$ cat config.mk
export PLATFORM = sky130hd
export DESIGN_NAME = adc_channel_round_robin_scheduler_flat
export DESIGN_NICKNAME = d
export VERILOG_FILES = /design/src/hw/rtl/acrr_pkg.sv /design/src/hw/rtl/acrr_if.sv /design/src/hw/rtl/acrr_pick.sv /design/src/hw/rtl/adc_channel_round_robin_scheduler.sv /design/src/flat_wrapper.sv
export SDC_FILE = /design/constraint.sdc
export NUM_CORES = 1
export LEC_CHECK = 0
export BUFFER_PORTS_ARGS = -buffer_cell sky130_fd_sc_hd__buf_2
export CAP_MARGIN = 10
export CORE_MARGIN = 4
export CORE_UTILIZATION = 35
export CTS_CLUSTER_DIAMETER = 50
export DETAILED_ROUTE_END_ITERATION = 8
export SLEW_MARGIN = 20
export SYNTH_ARGS = -nofsm -noshare
export SYNTH_HDL_FRONTEND = slang
export SYNTH_HIERARCHICAL = 1
export SYNTH_SLANG_ARGS = --single-unit
$ cat constraint.sdc
create_clock -name clk -period 5.6 [get_ports clk]
set_input_delay 0 -clock clk [delete_from_list [all_inputs] [get_ports clk]]
set_output_delay 0 -clock clk [all_outputs]
set_load 0.05 [all_outputs]
$ cat src/hw/rtl/acrr_pkg.sv
package acrr_pkg;

  localparam int CHANNEL_COUNT = 8;
  localparam int CH_W = (CHANNEL_COUNT > 1) ? $clog2(CHANNEL_COUNT) : 1;

  localparam logic [1:0] OP_SCHEDULE = 2'd0;
  localparam logic [1:0] OP_COMPLETE = 2'd1;
  localparam logic [1:0] OP_POLL     = 2'd2;

  typedef logic [CHANNEL_COUNT-1:0] mask_t;
  typedef logic [CH_W-1:0]          chan_t;

  typedef struct packed {
    logic [1:0] op;
    logic [3:0] channel;
    logic [9:0] sample;
  } req_item_t;

  typedef struct packed {
    logic       start_valid;
    logic [2:0] start_channel;
    logic       done_valid;
    logic [2:0] done_channel;
    logic [9:0] done_sample;
    logic       busy_res;
  } res_item_t;

  typedef struct packed {
    logic  found;
    chan_t channel;
  } pick_t;

  function automatic logic [2:0] chan_out(input chan_t ch);
    logic [31:0] wide;
    wide = 32'(ch);
    return wide[2:0];
  endfunction

endpackage

$ cat src/hw/rtl/acrr_if.sv
interface acrr_req_if import acrr_pkg::*; ();
  logic      valid;
  logic      ready;
  req_item_t data;

  modport source (output valid, output data, input ready);
  modport sink   (input valid, input data, output ready);
endinterface

interface acrr_res_if import acrr_pkg::*; ();
  logic      valid;
  logic      ready;
  res_item_t data;

  modport source (output valid, output data, input ready);
  modport sink   (input valid, input data, output ready);
endinterface

$ cat src/hw/rtl/acrr_pick.sv
module acrr_pick import acrr_pkg::*; (
  input  mask_t mask,
  input  chan_t cur,
  output pick_t pick
);

  logic [CH_W:0] idx;

  // rotating priority: search starts one past cur, cur itself checked last
  always_comb begin
    pick = '0;
    idx  = '0;
    for (int k = CHANNEL_COUNT; k >= 1; k--) begin
      idx = {1'b0, cur} + (CH_W+1)'(k);
      if (idx >= (CH_W+1)'(CHANNEL_COUNT)) begin
        idx = idx - (CH_W+1)'(CHANNEL_COUNT);
      end
      if (mask[idx[CH_W-1:0]]) begin
        pick.found   = 1'b1;
        pick.channel = idx[CH_W-1:0];
      end
    end
  end

endmodule

$ cat src/hw/rtl/adc_channel_round_robin_scheduler.sv
// Round-robin conversion scheduler for a multichannel converter.
// Channels: req (sink) carries events: schedule a channel, conversion
// complete with its sample, or poll. res (source) carries exactly one result
// per event: the conversion started by it (if any), the delivered sample (if
// any) and the busy flag after the event.
// Each transfer on req is captured in an input register; the scheduler state
// (pending mask, busy flag, current channel) is updated by one pass of logic
// with a rotating priority encoder and the result lands in the output
// register, so each result passes through the input register and then the
// output register before it transfers on res; one event per cycle is
// sustained while the res receiver is ready.
// Reset (rst, synchronous) clears the pending mask, the busy flag, the
// current channel and both register stages.
// When the res receiver stalls, the output register holds its result and the
// input register holds the next event; req stays ready while either stage is
// free or moves in the same cycle.
module adc_channel_round_robin_scheduler import acrr_pkg::*; (
  input logic       clk,
  input logic       rst,
  acrr_req_if.sink  req,
  acrr_res_if.source res
);

  logic      iv;
  req_item_t item;
  logic      ov;
  res_item_t result;

  mask_t pend;
  logic  busy;
  chan_t cur;

  mask_t     pend_next;
  logic      busy_next;
  chan_t     cur_next;
  res_item_t result_next;

  mask_t set_vec;
  mask_t mask_a;
  logic  in_range;
  logic  do_adv;
  logic  adv_s1;
  pick_t pick;

  assign adv_s1    = iv && (!ov || res.ready);
  assign req.ready = !iv || adv_s1;
  assign res.valid = ov;
  assign res.data  = result;

  assign in_range = {1'b0, item.channel} < 5'(CHANNEL_COUNT);

  always_comb begin
    for (int j = 0; j < CHANNEL_COUNT; j++) begin
      set_vec[j] = (item.op == OP_SCHEDULE) && in_range &&
                   ({1'b0, item.channel} == 5'(j));
    end
  end

  assign mask_a = pend | set_vec;

  acrr_pick u_pick (
    .mask (mask_a),
    .cur  (cur),
    .pick (pick)
  );

  always_comb begin
    do_adv      = 1'b0;
    result_next = '0;
    case (item.op)
      OP_SCHEDULE: do_adv = in_range && !busy;
      OP_COMPLETE: begin
        if (busy) begin
          do_adv                   = 1'b1;
          result_next.done_valid   = 1'b1;
          result_next.done_channel = chan_out(cur);
          result_next.done_sample  = item.sample;
        end
      end
      OP_POLL:     do_adv = (mask_a != '0) && !busy;
      default:     do_adv = 1'b0;
    endcase

    pend_next = mask_a;
    busy_next = busy;
    cur_next  = cur;
    if (do_adv) begin
      if (pick.found) begin
        pend_next[pick.channel]   = 1'b0;
        busy_next                 = 1'b1;
        cur_next                  = pick.channel;
        result_next.start_valid   = 1'b1;
        result_next.start_channel = chan_out(pick.channel);
      end else begin
        busy_next = 1'b0;
        cur_next  = '0;
      end
    end
    result_next.busy_res = busy_next;
  end

  always_ff @(posedge clk) begin
    if (rst) begin
      iv   <= 1'b0;
      ov   <= 1'b0;
      pend <= '0;
      busy <= 1'b0;
      cur  <= '0;
    end else begin
      if (req.ready) begin
        iv <= req.valid;
      end
      if (adv_s1) begin
        ov   <= 1'b1;
        pend <= pend_next;
        busy <= busy_next;
        cur  <= cur_next;
      end else if (res.ready) begin
        ov <= 1'b0;
      end
    end
  end

  always_ff @(posedge clk) begin
    if (req.valid && req.ready) begin
      item <= req.data;
    end
    if (adv_s1) begin
      result <= result_next;
    end
  end

endmodule
$ cat src/flat_wrapper.sv
// flat-port wrapper written by rule: the top's interface ports become plain ports
module adc_channel_round_robin_scheduler_flat import acrr_pkg::*;
  (clk, rst, req_valid, req_data, req_ready, res_valid, res_data, res_ready);
  acrr_req_if req_i ();
  acrr_res_if res_i ();
  input logic clk;
  input logic rst;
  input wire logic [$bits(req_i.valid)-1:0] req_valid;
  input wire logic [$bits(req_i.data)-1:0] req_data;
  output wire logic [$bits(req_i.ready)-1:0] req_ready;
  output wire logic [$bits(res_i.valid)-1:0] res_valid;
  output wire logic [$bits(res_i.data)-1:0] res_data;
  input wire logic [$bits(res_i.ready)-1:0] res_ready;
  assign req_i.valid = req_valid;
  assign req_i.data = req_data;
  assign req_ready = req_i.ready;
  assign res_valid = res_i.valid;
  assign res_data = res_i.data;
  assign res_i.ready = res_ready;
  adc_channel_round_robin_scheduler u_core (.clk(clk), .rst(rst), .req(req_i), .res(res_i));
endmodule
Word-level counts from Yosys, hierarchy flattened
Index checks and enable logic that the tools add are counted.

Add/sub/neg operators: 16. $lt $le $gt $ge: 19. Equality and inequality tests: 9. Multiplexer cells: 45. Bitwise logic cells: 3. Reduce and logical (&&, ||, !) cells: 26.

Operator list (count): $lt 3x4->1 const B (9); $mux 4 (9); $ge 4x4->1 const B (8); $mux 3 (9); $bmux 1 s3 (8); $sub 3x1->3 const B (8); $add 3x3->4 const B (4); $eq 4x3->1 const B (4); $mux 8 (2); $logic_and 1x1->1 (14); $mux 1 (14); $mux 14 (1); $add 3x2->4 const B (2); $and 8x8->8 (1); $eq 4x2->1 const B (2); $not 8->8 (1); $or 8x8->8 (1); $reduce_bool 8->1 (1); $reduce_and 2->1 (3); $add 3x1->4 const B (1); $add 3x4->4 const B (1); $eq 4x1->1 const B (1); $logic_not 4->1 (1); $lt 4x4->1 const B (1); other kinds (9) (12).

Bits in registers: 49. Input port bits: 20. Output and inout port bits: 21.

Longest topological paths before layout
Gate-level depths: netlist (run 1).

Depth after elaboration: 22. Depth in mapped cells: 14.

Modules after synthesis
Netlist (run 1), hierarchy kept.

Modules (own cells, without submodules): adc_channel_round_robin_scheduler (times used 1, cells each 154, area each 2035.7 um^2, seq. area each 1331.3 um^2); acrr_pick (times used 1, cells each 87, area each 743.2 um^2, seq. area each 0.0 um^2).

Least setup slack after synthesis (run 1)
No wires, ideal clock.

Path type: reg-to-reg. From: register u_core.cur[0]. To: register u_core.pend[0]. Library setup time: 0.140 ns. Arrival time: 2.984 ns. Setup slack: 2.477 ns. Cell stages (with the launch flop): 13. Path buffers: 3. Clock period less this slack: 3.123 ns. Path through: dfxtp_1 -> buf_6 -> buf_2 -> inv_1 -> ha_1 -> buf_2 -> mux4_2 -> mux2_2 -> a221oi_1 -> a21oi_1 -> o21a_1 -> nor4_2 -> a211oi_1.

RTL lines: from (decl) (line adc_channel_round_robin_scheduler.sv:31) `chan_t cur;`; from (signal assigned) (line adc_channel_round_robin_scheduler.sv:117) `cur <= cur_next;`; to (signal assigned) (line adc_channel_round_robin_scheduler.sv:115) `pend <= pend_next;`; to (decl) (line adc_channel_round_robin_scheduler.sv:29) `mask_t pend;`.

==> metrics.cfg, run 1 <==
[finish]
diodes = 0
final_common_cell = buf_2
finalNetCount = 316
layout.cells.non_filler = 397
syn2layout_area_growth_pct = 19.1
most-common-layout-cells = buf_2 (40), edfxtp_1 (35), nor2_1 (21)
drive_above_1_share = 0.258

[synthesis]
yosysWarnings = 6
synth_seq_cells = 49
ys_seq_area_frac = 0.479
synth-edff-count = 35
synth_flop_cell = edfxtp_1
ys_types = 52
synthArstFlopShare = 0
syn_nets = 263
syn_avg_cell_area_um2 = 11.5
synthesis.area_um2 = 2780
synthCells = 241

[floorplan]
row_count = 32
core_um2 = 7730
die_h_um = 97.1
top_level_ports = 41
die-area_um2 = 9430
die_x_um = 97.1
start_util = 0.360

[placed_design]
dp_hpwl_mm = 4.04
routabilityCongestion = 0.911
place_inst = 372
port_buffers = 40
place_worst_setup_slack_ns = 1.70

[critical_path]
slowest_stage = dfxtp_1
rr_worst_depth = 9
critical_path_class = reg -> reg
crit_path_end_kind = register
crit_cells = 9
slowest_delay_ns = 0.94
path_max_fanout = 21
path_delay_family = multiplexers
arrival_ns = 4.06
crit_required_ns = 5.77
path_buf_inv = 1
crit_path_start_kind = register
path_cells = inv_1 > ha_1 > mux4_2 > mux2_2 > a221oi_1 > a21oi_1 > o21a_1 > nor4_2 > a211oi_1

[global_route]
grt_max_degree = 24
grt_pass1_vias = 1882
grt_first_pass_wirelength_mm = 9.27
grt.total_usage = 0.119
antenna_found_initial = 0
grt_overflow = 0

[route]
firstDrtPassIters = 4
ant_nets = 0
wirelength_mm = 5.65
drc_errors = 0
dr_total_vias = 2058
detail_route.wl_per_cell_um = 14.2
drt_iter0_drc = 137
post_drt_via_cell_ratio = 5.18

[job]
max_cap_viol_count = 0

[timing]
worstMarginPinSlew_ns = 0.926
setup_ws_ns = 1.72
fin_skew_ns = 0.0102
setup_violations = 0
grt_setup_unrepaired = no
maxSlewViolCount = 0
period_minus_slack_ns = 3.88
hold_viol = 0
fin_crit_sh = 0.694
tns_ns = 0
max_freq_ghz = 0.257
slew_headroom = 0.382

[clock_network]
clk_pin_slew_worst_paths_ns = 0.09
root_buffer = clkbuf_8
numCtsBuffers = 5
postCtsSetupBuffers = 0
clockBufferDepth = 2
clkSinkCount = 49
cts.htree.levels = 2
clock_latency_ns = 0.30
cts_tree = built

[min_path]
worstHoldPathCells = 4
hold_class = in -> reg

[pwr]
ir_worst_vdd_mv = 0.122
p_leak_nw = 1.29
p_per_area_nw_per_um2 = 213

[status]
status = completed

cell usage after synthesis, types with 4 or more instances:
cell      count  area (um2)
mux2i_1      12         120
a31oi_1       7        43.8
a21o_1        9        67.6
nor3_1        8        40.0
clkbuf_1      5        18.8
dfxtp_1      14         280
nand2b_1      5        31.3
nor2_1       21        78.8
mux4_2        8         180
o21ai_0       4        20.0
nor2b_1       5        31.3
nand2_1       9        33.8
a211oi_1      9        67.6
edfxtp_1     35        1050
a21oi_1      11        55.1
and2_1       16         100
mux2_2        4        45.0
inv_1         9        33.8
cell type report:
cell class	instances	area, um2
multi-input combinational	172	1350
inverter	9	33.8
clock inverter	2	13.8
sequential	49	1330
tap	102	128
fill	743	4420
timing repair buffer	57	370
clock buffer	6	82.6
sequential cells by signal, summed over array words and instances (netlist names):
| signal | flops |
|---|---|
| u_core/cur | 3 |
| u_core/pend | 8 |
| u_core/res.valid | 1 |
| u_core/item | 16 |
| u_core/busy | 1 |
| u_core/res.data | 19 |
| u_core/iv | 1 |
worst min-delay path: cells and delay by family:
kind | cells | cell delay [ns]
and+or+nand+nor | 3 | 0.19
buffers and inverters | 1 | 0.08
cells by family after synthesis:
group | after synthesis | share of synthesized area
AO/OA/AOI/OAI | 58 | 0.151
AND/OR/NAND/NOR | 83 | 0.179
flip-flops | 49 | 0.479
buffers and inverters | 20 | 0.0351
adder cells (fa/ha/maj) | 2 | 0.00900
multiplexers | 27 | 0.140
XOR/XNOR | 2 | 0.00630
routing by layer:
layer	vias up	part of all wire	global-route usage
met4	0	0.0074	0.0313
met1	961	0.48	0.175
met5	-	0	0
met3	4	0.057	0.0258
met2	67	0.46	0.179
li1	1026	-	-
final timing paths:
| check | to | slack [ns] | from |
|---|---|---|---|
| worst min register to register | u_core/res.data[1] | 0.52 | u_core/item[0] |
| worst max register to register | u_core/pend[5] | 1.72 | u_core/cur[0] |
| worst max-delay path | u_core/pend[5] | 1.72 | u_core/cur[0] |
| worst min-delay path | u_core/res.valid | 0.02 | res_ready |
stage by stage:
stage | hold WS (ns) | utilization | total power, W | area (um2)
floorplan | 0.0989 | - | 0.000468 | 2780
global placement | 0.177 | 0.394 | 0.000487 | 3040
detailed placement | 0.179 | 0.394 | 0.000488 | 3040
CTS | 0.0127 | 0.428 | 0.000708 | 3310
global route | 0.0869 | 0.428 | 0.000737 | 3310
finish | 0.0239 | 0.428 | 0.000703 | 3310
repair_timing:
action / 4_1_cts / 5_1_grt
hold buffers: 17 / 0
resized for setup: 0 / 0
hold endpoints to repair: 17 / 0
where the power goes:
part | switching (W) | internal, W
clock | 0.000115 | 0.000100
sequential | 0.00000566 | 0.000401
combinational | 0.0000517 | 0.0000296
No activity file was read; power rests on OpenSTA's default activity.
==> run 2: changes to the inputs <==
clock period = 3.5 ns   (was 5.6 ns; I/O delays follow)
==> run 2 against run 1 <==
- critical path depth grew 1
- clock power grew 84%
- first-iteration DRC count grew 8.0%
- cell count grew 1.5%
- combinational power grew 62%
- global-route usage grew 0.83 points
- design area grew 1.8%
- clock-buffer cell count is the same
- die area is the same
- worst setup slack lost 1.5 ns
- register-to-register slack lost 1.5 ns
- non-clock buffer count grew 6
- largest cell class unchanged
==> metrics.cfg, run 2 (synthesized netlist as in run 1, its figures left out) <==
[pwr]
p_leak_nw = 1.32  ; +2.7%
swShare = 0.233  ; -0.0119
p_per_area_nw_per_um2 = 350  ; +65%
p_total_w = 0.00118  ; +68%
ir_worst_vdd_mv = 0.269  ; +120%
comb_power_share = 0.112  ; -0.004
p_switching_w = 0.000275  ; +59%
power_frac_clock = 0.336  ; +0.030
seqPwrFrac = 0.552  ; -0.026
p_int_w = 0.000904  ; +70%

[finish]
final_common_cell = buf_2
most-common-layout-cells = buf_2 (40), edfxtp_1 (35), nor2_1 (21)
syn2layout_area_growth_pct = 21.3
largest_reg_flops = 19  ; unchanged
diodes = 0  ; unchanged
final-seq-area_um2 = 1330  ; unchanged
design_area_um2 = 3370  ; +1.8%
fillers = 726  ; -2.3%
drive_above_1_share = 0.269  ; +0.0115
finalNetCount = 322  ; +1.9%
final_util = 0.436  ; +0.00777
multi_input_area_um2 = 1350  ; unchanged

[critical_path]
timing.rr.start = u_core/item[12]
arrival_ns = 3.42  ; -0.64 ns
crit_path_start_kind = register
critical_path_class = reg -> reg
path_max_fanout = 5  ; -76%
crit_start = u_core/item[12]
worstSetupEndpoint = u_core/pend[0]
regToRegSetupSlack_ns = 0.23  ; -1.48 ns
r2r-end = u_core/pend[0]
rr_worst_depth = 10  ; +1
crit_path_end_kind = register
crit_required_ns = 3.65  ; -2.12 ns

[global_route]
antenna_found_initial = 0  ; unchanged
grt.total_usage = 0.128  ; +0.00827
grt_max_degree = 24  ; unchanged
grt_first_pass_wirelength_mm = 9.81  ; +5.9%
grt_overflow = 0  ; unchanged
grt_pass1_vias = 1954  ; +3.8%

[min_path]
hold_class = in -> reg
worstHoldPathCells = 4  ; unchanged

[placed_design]
port_buffers = 40  ; unchanged
dp_hpwl_mm = 4.39  ; +8.6%
routabilityCongestion = 0.950  ; +4.3%
dpl_cell_area_um2 = 3090  ; +1.5%

[route]
dr_total_vias = 2095  ; +1.8%
drt_iter0_drc = 148  ; +8.0%
ant_nets = 0  ; unchanged
detail_route.wl_per_cell_um = 14.9  ; +4.7%
firstDrtPassIters = 4  ; unchanged
drc_errors = 0  ; unchanged
wirelength_mm = 6.01  ; +6.3%
post_drt_via_cell_ratio = 5.20  ; +0.28%

[floorplan]
top_level_ports = 41  ; unchanged
row_count = 32  ; unchanged
die_x_um = 97.1  ; unchanged
core_um2 = 7730  ; unchanged
die_h_um = 97.1  ; unchanged
start_util = 0.360  ; unchanged
die-area_um2 = 9430  ; unchanged

[clock_network]
cts.htree.levels = 2  ; unchanged
cts_resized = 0  ; unchanged
cts_tree = built
clkSinkCount = 49  ; unchanged
clock_latency_ns = 0.30  ; about the same
clk_pin_slew_worst_paths_ns = 0.09  ; about the same
numCtsBuffers = 5  ; unchanged
root_buffer = clkbuf_8
clockBufferDepth = 2  ; unchanged

[status]
status = completed

[timing]
max_freq_ghz = 0.306  ; +19%
setup_violations = 0  ; unchanged
grt_setup_unrepaired = no
period_minus_slack_ns = 3.27  ; -0.616 ns
fin_skew_ns = 0.00459  ; -0.00558 ns
hold_viol = 0  ; unchanged
hold_slack_ns = 0.0116  ; -0.0124 ns
fin_crit_sh = 0.934  ; +0.240
slew_headroom = 0.444  ; +0.0620
worstMarginPinSlew_ns = 0.834  ; -0.0927 ns
maxSlewViolCount = 0  ; unchanged
tns_ns = 0  ; unchanged

[job]
max_cap_viol_count = 0  ; unchanged

-- run 2: power groups by stage --
stage	combinational (W)	clock, W	sequential (W)
after floorplan	0.0000575	0	0.000691
after global placement	0.000116	0	0.000664
after detailed placement	0.000117	0	0.000664
after CTS	0.000132	0.000416	0.000651
after global routing	0.000141	0.000440	0.000654
final	0.000132	0.000396	0.000651
-- run 2: per-stage QoR --
stage	worst slack, ns	cells
4_1_cts	0.271	403
6_report	0.232	403
3_3_place_gp	0.233	378
3_5_place_dp	0.306	378
5_1_grt	0.0155	403
2_1_floorplan	0.377	241
-- run 2: how the worst min path moves through the flow --
stage / from / to / slack [ns]
floorplan: req_data[0] / u_core/item[0] / 0.1
global route: res_ready / u_core/res.valid / 0.05
global placement: req_data[1] / u_core/item[1] / 0.18
CTS: res_ready / u_core/res.valid / 0.001
detailed placement: req_data[1] / u_core/item[1] / 0.18
finish: res_ready / u_core/res.valid / 0.01
-- run 2: critical path, cell delays in order (launching register included) --
cell      delay [ns]
edfxtp_1        0.39
nor2b_1         0.20
and2_1          0.20
a21o_1          0.25
mux4_2          0.54
mux2_2          0.34
a221oi_1        0.29
a21oi_1         0.10
o21a_1          0.16
nor4_2          0.47
a211oi_1        0.17
-- run 2: timing repair --
item                                    CTS  global route
hold endpoints to repair                 17             0
hold buffers                             17             0
setup buffers                             0             0
endpoints found under the setup margin    0             0
-- run 2: cell type report --
class	count	area share
multi-input combinational	172	0.401
inverter	9	0.0100
clock inverter	2	0.0115
timing repair buffer	63	0.123
sequential	49	0.395
clock buffer	6	0.0215
tap	102	0.0379
-- run 2: per-layer routing --
metal  track usage  part of all wire  vias up
met5             0                 0        -
met2         0.195              0.47       65
met4        0.0400             0.012        0
met1         0.178              0.46      994
li1              -                 -     1030
met3        0.0316             0.055        6
